===== src/mgmr_pkg.sv =====
`timescale 1ns / 1ps
package mgmr_pkg;

  localparam int GRID_DIM_DEF = 32;
  localparam int COORD_W      = 5;
  localparam int VAL_W        = 32;
  localparam int EPS_W        = 31;
  localparam int CMD_W        = 3;
  localparam int STAT_W       = 2;
  localparam int CFG_IDX_W    = 2;
  localparam int FRAC_BITS    = 16;
  localparam int QUO_W        = FRAC_BITS + 1;

  localparam logic [CMD_W-1:0] CMD_WRITE   = 3'd0;
  localparam logic [CMD_W-1:0] CMD_READ    = 3'd1;
  localparam logic [CMD_W-1:0] CMD_RESCALE = 3'd2;
  localparam logic [CMD_W-1:0] CMD_MIN     = 3'd3;
  localparam logic [CMD_W-1:0] CMD_MAX     = 3'd4;

  localparam logic [STAT_W-1:0] STAT_DONE    = 2'd0;
  localparam logic [STAT_W-1:0] STAT_SKIPPED = 2'd1;
  localparam logic [STAT_W-1:0] STAT_NONE    = 2'd2;

  localparam logic [CFG_IDX_W-1:0] REG_MIN_SENT = 2'd0;
  localparam logic [CFG_IDX_W-1:0] REG_MAX_SENT = 2'd1;
  localparam logic [CFG_IDX_W-1:0] REG_EPS      = 2'd2;

  localparam logic signed [VAL_W-1:0] MIN_SENT_RST = 32'sd0;
  localparam logic signed [VAL_W-1:0] MAX_SENT_RST = 32'sd65536;
  localparam logic [EPS_W-1:0]        EPS_RST      = 31'd1;

  typedef struct packed {
    logic [CMD_W-1:0]          cmd;
    logic [COORD_W-1:0]        row;
    logic [COORD_W-1:0]        col;
    logic signed [VAL_W-1:0]   cell_value;
    logic                      cell_admissible;
    logic [COORD_W-1:0]        row_lo;
    logic [COORD_W-1:0]        row_hi;
    logic [COORD_W-1:0]        col_lo;
    logic [COORD_W-1:0]        col_hi;
  } in_item_t;

  typedef struct packed {
    logic signed [VAL_W-1:0] result_value;
    logic [STAT_W-1:0]       status;
  } out_item_t;

  typedef enum logic [2:0] {
    ST_CLEAR,
    ST_IDLE,
    ST_RDONE,
    ST_RD,
    ST_EV,
    ST_DIV,
    ST_END,
    ST_FIN
  } state_t;

endpackage


===== src/mgmr_div.sv =====
`timescale 1ns / 1ps
module mgmr_div (
  input  logic                          clk,
  input  logic                          rst,
  input  logic                          start,
  input  logic [mgmr_pkg::VAL_W-1:0]    dividend,
  input  logic [mgmr_pkg::VAL_W-1:0]    divisor,
  output logic                          done,
  output logic [mgmr_pkg::QUO_W-1:0]    quotient
);
  import mgmr_pkg::*;

  localparam int CNT_W = $clog2(QUO_W + 1);

  logic [VAL_W:0]   rem;
  logic [VAL_W-1:0] dsr;
  logic [CNT_W-1:0] cnt;
  logic             busy;
  logic [VAL_W+1:0] diff;
  logic             qbit;
  logic [VAL_W:0]   rem_sel;

  assign diff    = {1'b0, rem} - {2'b00, dsr};
  assign qbit    = !diff[VAL_W+1];
  assign rem_sel = qbit ? diff[VAL_W:0] : rem;

  always_ff @(posedge clk) begin
    if (rst) begin
      busy <= 1'b0;
      done <= 1'b0;
      cnt  <= '0;
    end else begin
      done <= 1'b0;
      if (start) begin
        busy <= 1'b1;
        cnt  <= '0;
      end else if (busy) begin
        cnt <= cnt + 1'b1;
        if (cnt == CNT_W'(QUO_W - 1)) begin
          busy <= 1'b0;
          done <= 1'b1;
        end
      end
    end
  end

  always_ff @(posedge clk) begin
    if (start) begin
      rem      <= {1'b0, dividend};
      dsr      <= divisor;
      quotient <= '0;
    end else if (busy) begin
      rem      <= {rem_sel[VAL_W-1:0], 1'b0};
      quotient <= {quotient[QUO_W-2:0], qbit};
    end
  end

endmodule

===== config.mk =====
export PLATFORM = sky130hd
export DESIGN_NAME = mgmr_div
export DESIGN_NICKNAME = d
export VERILOG_FILES = /design/src/mgmr_pkg.sv /design/src/mgmr_div.sv
export SDC_FILE = /design/constraint.sdc
export NUM_CORES = 1
export LEC_CHECK = 0
export CORE_ASPECT_RATIO = 0.75
export CORE_MARGIN = 2
export CORE_UTILIZATION = 65
export CTS_BUF_LIST = sky130_fd_sc_hd__clkbuf_8
export DETAILED_ROUTE_END_ITERATION = 6
export DONT_BUFFER_PORTS = 1
export GPL_TIMING_DRIVEN = 1
export PLACE_DENSITY = 0.81
export SYNTH_ARGS = -nofsm -noshare
export SYNTH_HDL_FRONTEND = slang
export SYNTH_SLANG_ARGS = --single-unit

===== constraint.sdc =====
create_clock -name clk -period 4.9 [get_ports clk]
set_clock_uncertainty 0.2 [all_clocks]
set_input_delay 0.49 -clock clk [delete_from_list [all_inputs] [get_ports clk]]
set_output_delay 0.49 -clock clk [all_outputs]
set_load 0.01 [all_outputs]

-- Word-level counts from Yosys, hierarchy flattened
Index checks and enable logic that the tools add are counted.
- input bits: 67
- register bits after elaboration: 89
- output and inout port bits: 18
- equality and inequality tests: 1
- multiplexer cells: 7
- reductions and logical operators: 4
- $add $sub $neg: 2
- bitwise logic cells: 1
- operators with widths (operator ; count):
    32-bit two-way mux ; 3
    33-bit by 32-bit subtractor with 34-bit output ; 1
    5-bit by 1-bit adder with 5-bit output (second input constant) ; 1
    5-bit equality test (second input constant) ; 1
    1-bit two-way mux ; 4
    3-bit OR reduction ; 1
    2-bit nonzero test ; 1
    2-bit OR reduction ; 1
    1-bit zero test ; 1
    1-bit inverter ; 1

-- Longest topological paths before layout
- depth after elaboration: 4
- mapped depth: 14
- gate-level depth less buffers: 13

-- Least setup slack after synthesis
No wires, ideal clock.
- kind: register -> register
- start: register rem[0]
- end: register rem[31] (data pin)
- clock period less this slack: 3.268 ns
- data arrival time: 2.800 ns
- path slack: 1.632 ns
- stages on the path, launching flop included: 14
- buffers on the path: 0
- setup time: 0.268 ns
- path through: edfxtp_1 -> inv_1 -> ha_1 -> inv_1 -> fa_1 -> a21oi_1 -> nand4b_1 -> nand2_1 -> a2111oi_2 -> o311ai_1 -> a21o_1 -> o41ai_2 -> xor2_1 -> o31ai_1
- longest elaborated chain between the ends: 4
- RTL lines (what ; RTL line ; source):
    start: declaration ; mgmr_div.sv:15 ; logic [VAL_W:0] rem;
    start signal: assignment ; mgmr_div.sv:49 ; rem <= {1'b0, dividend};
    start signal: assignment ; mgmr_div.sv:53 ; rem <= {rem_sel[VAL_W-1:0], 1'b0};
    33-bit by 32-bit subtractor with 34-bit output ; mgmr_div.sv:23 ; assign diff = {1'b0, rem} - {2'b00, dsr};
    32-bit two-way mux ; mgmr_div.sv:25 ; assign rem_sel = qbit ? diff[VAL_W:0] : rem;
    32-bit two-way mux ; mgmr_div.sv:52 ; end else if (busy) begin
    32-bit two-way mux ; mgmr_div.sv:48 ; if (start) begin
Every way passes these cells. The select of a mux whose other input is x is not followed.
A chain may end at the register's enable or synchronous reset.

-- Worst setup path after layout
- start: register rem[8]
- end: register rem[2] (data pin)
The elaborated chain is that of the path after synthesis.

==> results.cfg <==
[outcome]
outcome = finished clean

[clock_network]
cts.clk_slew.worst_paths_ps = 90
clockBufferDepth = 2
cts_buffers = 9
clk_latency_ps = 370
cts_tree = done
clock-sinks = 89
root_buffer = clkbuf_8
ctsHtreeMaxLevel = 3
cts-resized-gates = 0

[sta]
tightest_slew_ps = 897.3
finalSetupTns_ps = 0
finalCritPeriodShare_pct = 80.45
rsz0062_at_grt = no
drv_slew = 0
hold_violations = 0
period_needed_ps = 3942
setup_viol = 0
slew_headroom_pct = 40.18
fmax_mhz = 253.7

[logic_synthesis]
synth_area_um2 = 5459
yosys.area_share.simple_pct = 14.05
synth-edff-count = 64
syn-mean-instance-area_um2 = 10.36
synth_xor_area_share_pct = 4.653
synthAdderAreaFrac_pct = 8.160
synthFlopType = edfxtp_1
yosys_warnings = 0
synth.largest_area_cell = edfxtp_1
ys_ff_latch = 89
syn_inst = 527
synth-compound-area-share_pct = 19.00
postSynthNetCount = 629
netlist_top_cells_area = edfxtp_1, dfxtp_1, ha_1
synthMuxAreaShare_pct = 4.446
synth_top_family_by_area = compound AO/OA/AOI/OAI gates
async_flop_share_pct = 0
synth_cell_type_count = 67
netlist.area_leader.share_pct = 35.21
seq_area_frac_synth_pct = 44.37

[final_layout]
drive_above_1_share_pct = 8.000
postLayoutCoreUtil_pct = 74.80
nets = 647
fill_cells = 566
multi_input_area_um2 = 2746
diodes = 0
syn_to_final_growth_pct = 9.924
regArea_um2 = 2422

[worst_hold_path]
holdCritPathClass = in2reg

[route]
ant_nets = 0
wl_per_cell_um = 17.82
totalWireLength_mm = 11.67
vias_per_cell = 6.168
route.detailed.drc = 0
vias = 4040
drt_first_pass_iters = 5
drt-initial-drc-count = 309

[pwr]
leakage_uw = 0.002436
cellPowerDensity_nw_per_um2 = 430.1
max-vdd-ir-drop_mv = 0.2800
finalPower_uw = 2581

[floorplanning]
die_w_um = 109.8
rows = 28
start_util_pct = 68.04
pin_count = 85
fp.coreArea_um2 = 8023
fp.dieH_um = 83.37
die_area_um2 = 9155

[place]
io_buffers = 0
gp_congestion = 0.9313
dpl.hpwl_mm = 7.789

[grt]
antenna_found_initial = 0
met2_usage_pct = 39.65
top_usage_layer = met2
grt_pass1_vias = 3937
gr-usage-met1_pct = 36.04
use_met3_pct = 6.907
grt_max_degree = 123
grt_remaining_overflow = 0
grt_pass1_wl_mm = 18.80
grt_usage_pct = 26.23

[worst_setup_path]
arrival_ps = 3870
cp_top_family = compound AO/OA/AOI/OAI gates
critPathLaunchType = register
crit_type = reg2reg
cpMaxStageDelayCell = o21a_2
required_ps = 4830
slowest_delay_ps = 630
cp_max_fo = 32
cp-end-kind = register
worstPathCellList = ha_1, a21oi_1, o21ai_2, a221o_2, a31oi_4, o31ai_4, a41oi_4, o21a_2, buf_4, mux2i_1, o21ai_1
critical_path_buf_inv_count = 1

[run]
maxCapViolCount = 0
-- state kept, by name, summed over array words and instances (netlist names) --
| name | flops |
|---|---|
| busy | 1 |
| cnt | 5 |
| done | 1 |
| dsr | 32 |
| quotient | 17 |
| rem | 33 |
-- worst paths after layout --
path / startpoint / endpoint / slack (ps) / depth (start not counted)
worst min-delay path: start / dsr[11] / 40 / 0
worst max register to register: rem[8] / rem[2] / 960 / 11
worst max-delay path: rem[8] / rem[2] / 960 / 11
worst min register to register: rem[32] / rem[32] / 270 / 2
-- power breakdown --
| group | internal, µW | total (µW) | switching [µW] |
|---|---|---|---|
| clock | 205 | 481 | 277 |
| sequential | 934 | 989 | 55.2 |
| combinational | 470 | 1110 | 641 |
-- what timing repair did --
item	4_1_cts	5_1_grt
hold buffers	33	2
buffers inserted	0	0
hold endpoints to repair	50	3
-- cell type report --
type,instances,area share [%]
Clock buffer,10,2.294
Timing Repair Buffer,37,6.088
Tap cell,105,2.189
Multi-Input combinational cell,368,45.77
Sequential cell,89,40.37
Inverter,40,2.502
Clock inverter,6,0.7923
-- cell usage after synthesis (3+ instances only) --
cell / instances
o21ai_1: 6
a21oi_2: 3
xor2_1: 13
o21bai_1: 4
nor3b_1: 5
or2_2: 3
edfxtp_1: 64
and2_1: 3
a21oi_1: 25
buf_1: 4
a211oi_1: 7
buf_6: 3
a221o_1: 6
ha_1: 34
nand3b_1: 16
nor2_1: 37
o31ai_1: 3
o21ai_0: 10
a21o_1: 19
nand2b_1: 4
clkbuf_1: 21
dfxtp_1: 25
nor2b_1: 10
o311ai_1: 17
nand3_1: 8
mux2i_1: 22
nor3_1: 5
nand2_1: 40
nand4_1: 9
xnor2_1: 16
inv_1: 40
-- layout by cell type (no fill, tap or decap), drive strengths merged, types with 2 or more instances in the layout --
cell and count:
nand3b 16, xor2 13, or2 4, nor3 6
ha 34, a21o 19, o21ai 18, nor3b 5
nand2 40, nor2 39, a41oi 2, nand4 9
o41ai 2, nand2b 4, dlygate4sd3 35, o211ai 2
a221o 7, o21a 3, o311ai 17, and2 3
nand3 8, a21oi 29, a22oi 2, dfxtp 25
o31ai 5, a211o 2, inv 45, mux2 2
clkbuf 10, mux2i 22, o21bai 4, edfxtp 64
buf 2, a211oi 7, a21bo 2, xnor2 16
nor2b 10, and3 2
-- kinds of logic after synthesis --
| logic type | after synthesis |
|---|---|
| AOI/OAI and AO/OA | 130 |
| xor gates and xnor gates | 29 |
| adders and majority gates | 35 |
| buffers and inverters | 70 |
| DFF | 89 |
| muxes | 24 |
| and+or+nand+nor | 150 |
-- through the flow --
step	std cells	setup WS, ps	cell area, µm²	hold slack (ps)
floorplan	527	1632	5459	242.8
global placement	604	1198	5465	240.2
detailed placement	604	1042	5465	246.3
CTS	653	1017	5981	7.849
global route	655	807.7	6001	8.500
finish	655	958.0	6001	39.84
-- layer usage --
metal / share of wire, % / up-vias
li1: - / 1970
met3: 7.8 / 16
met4: 1.6 / 0
met5: 0 / -
met1: 46 / 1906
met2: 44 / 148
No activity file was read; power rests on OpenSTA's default activity.
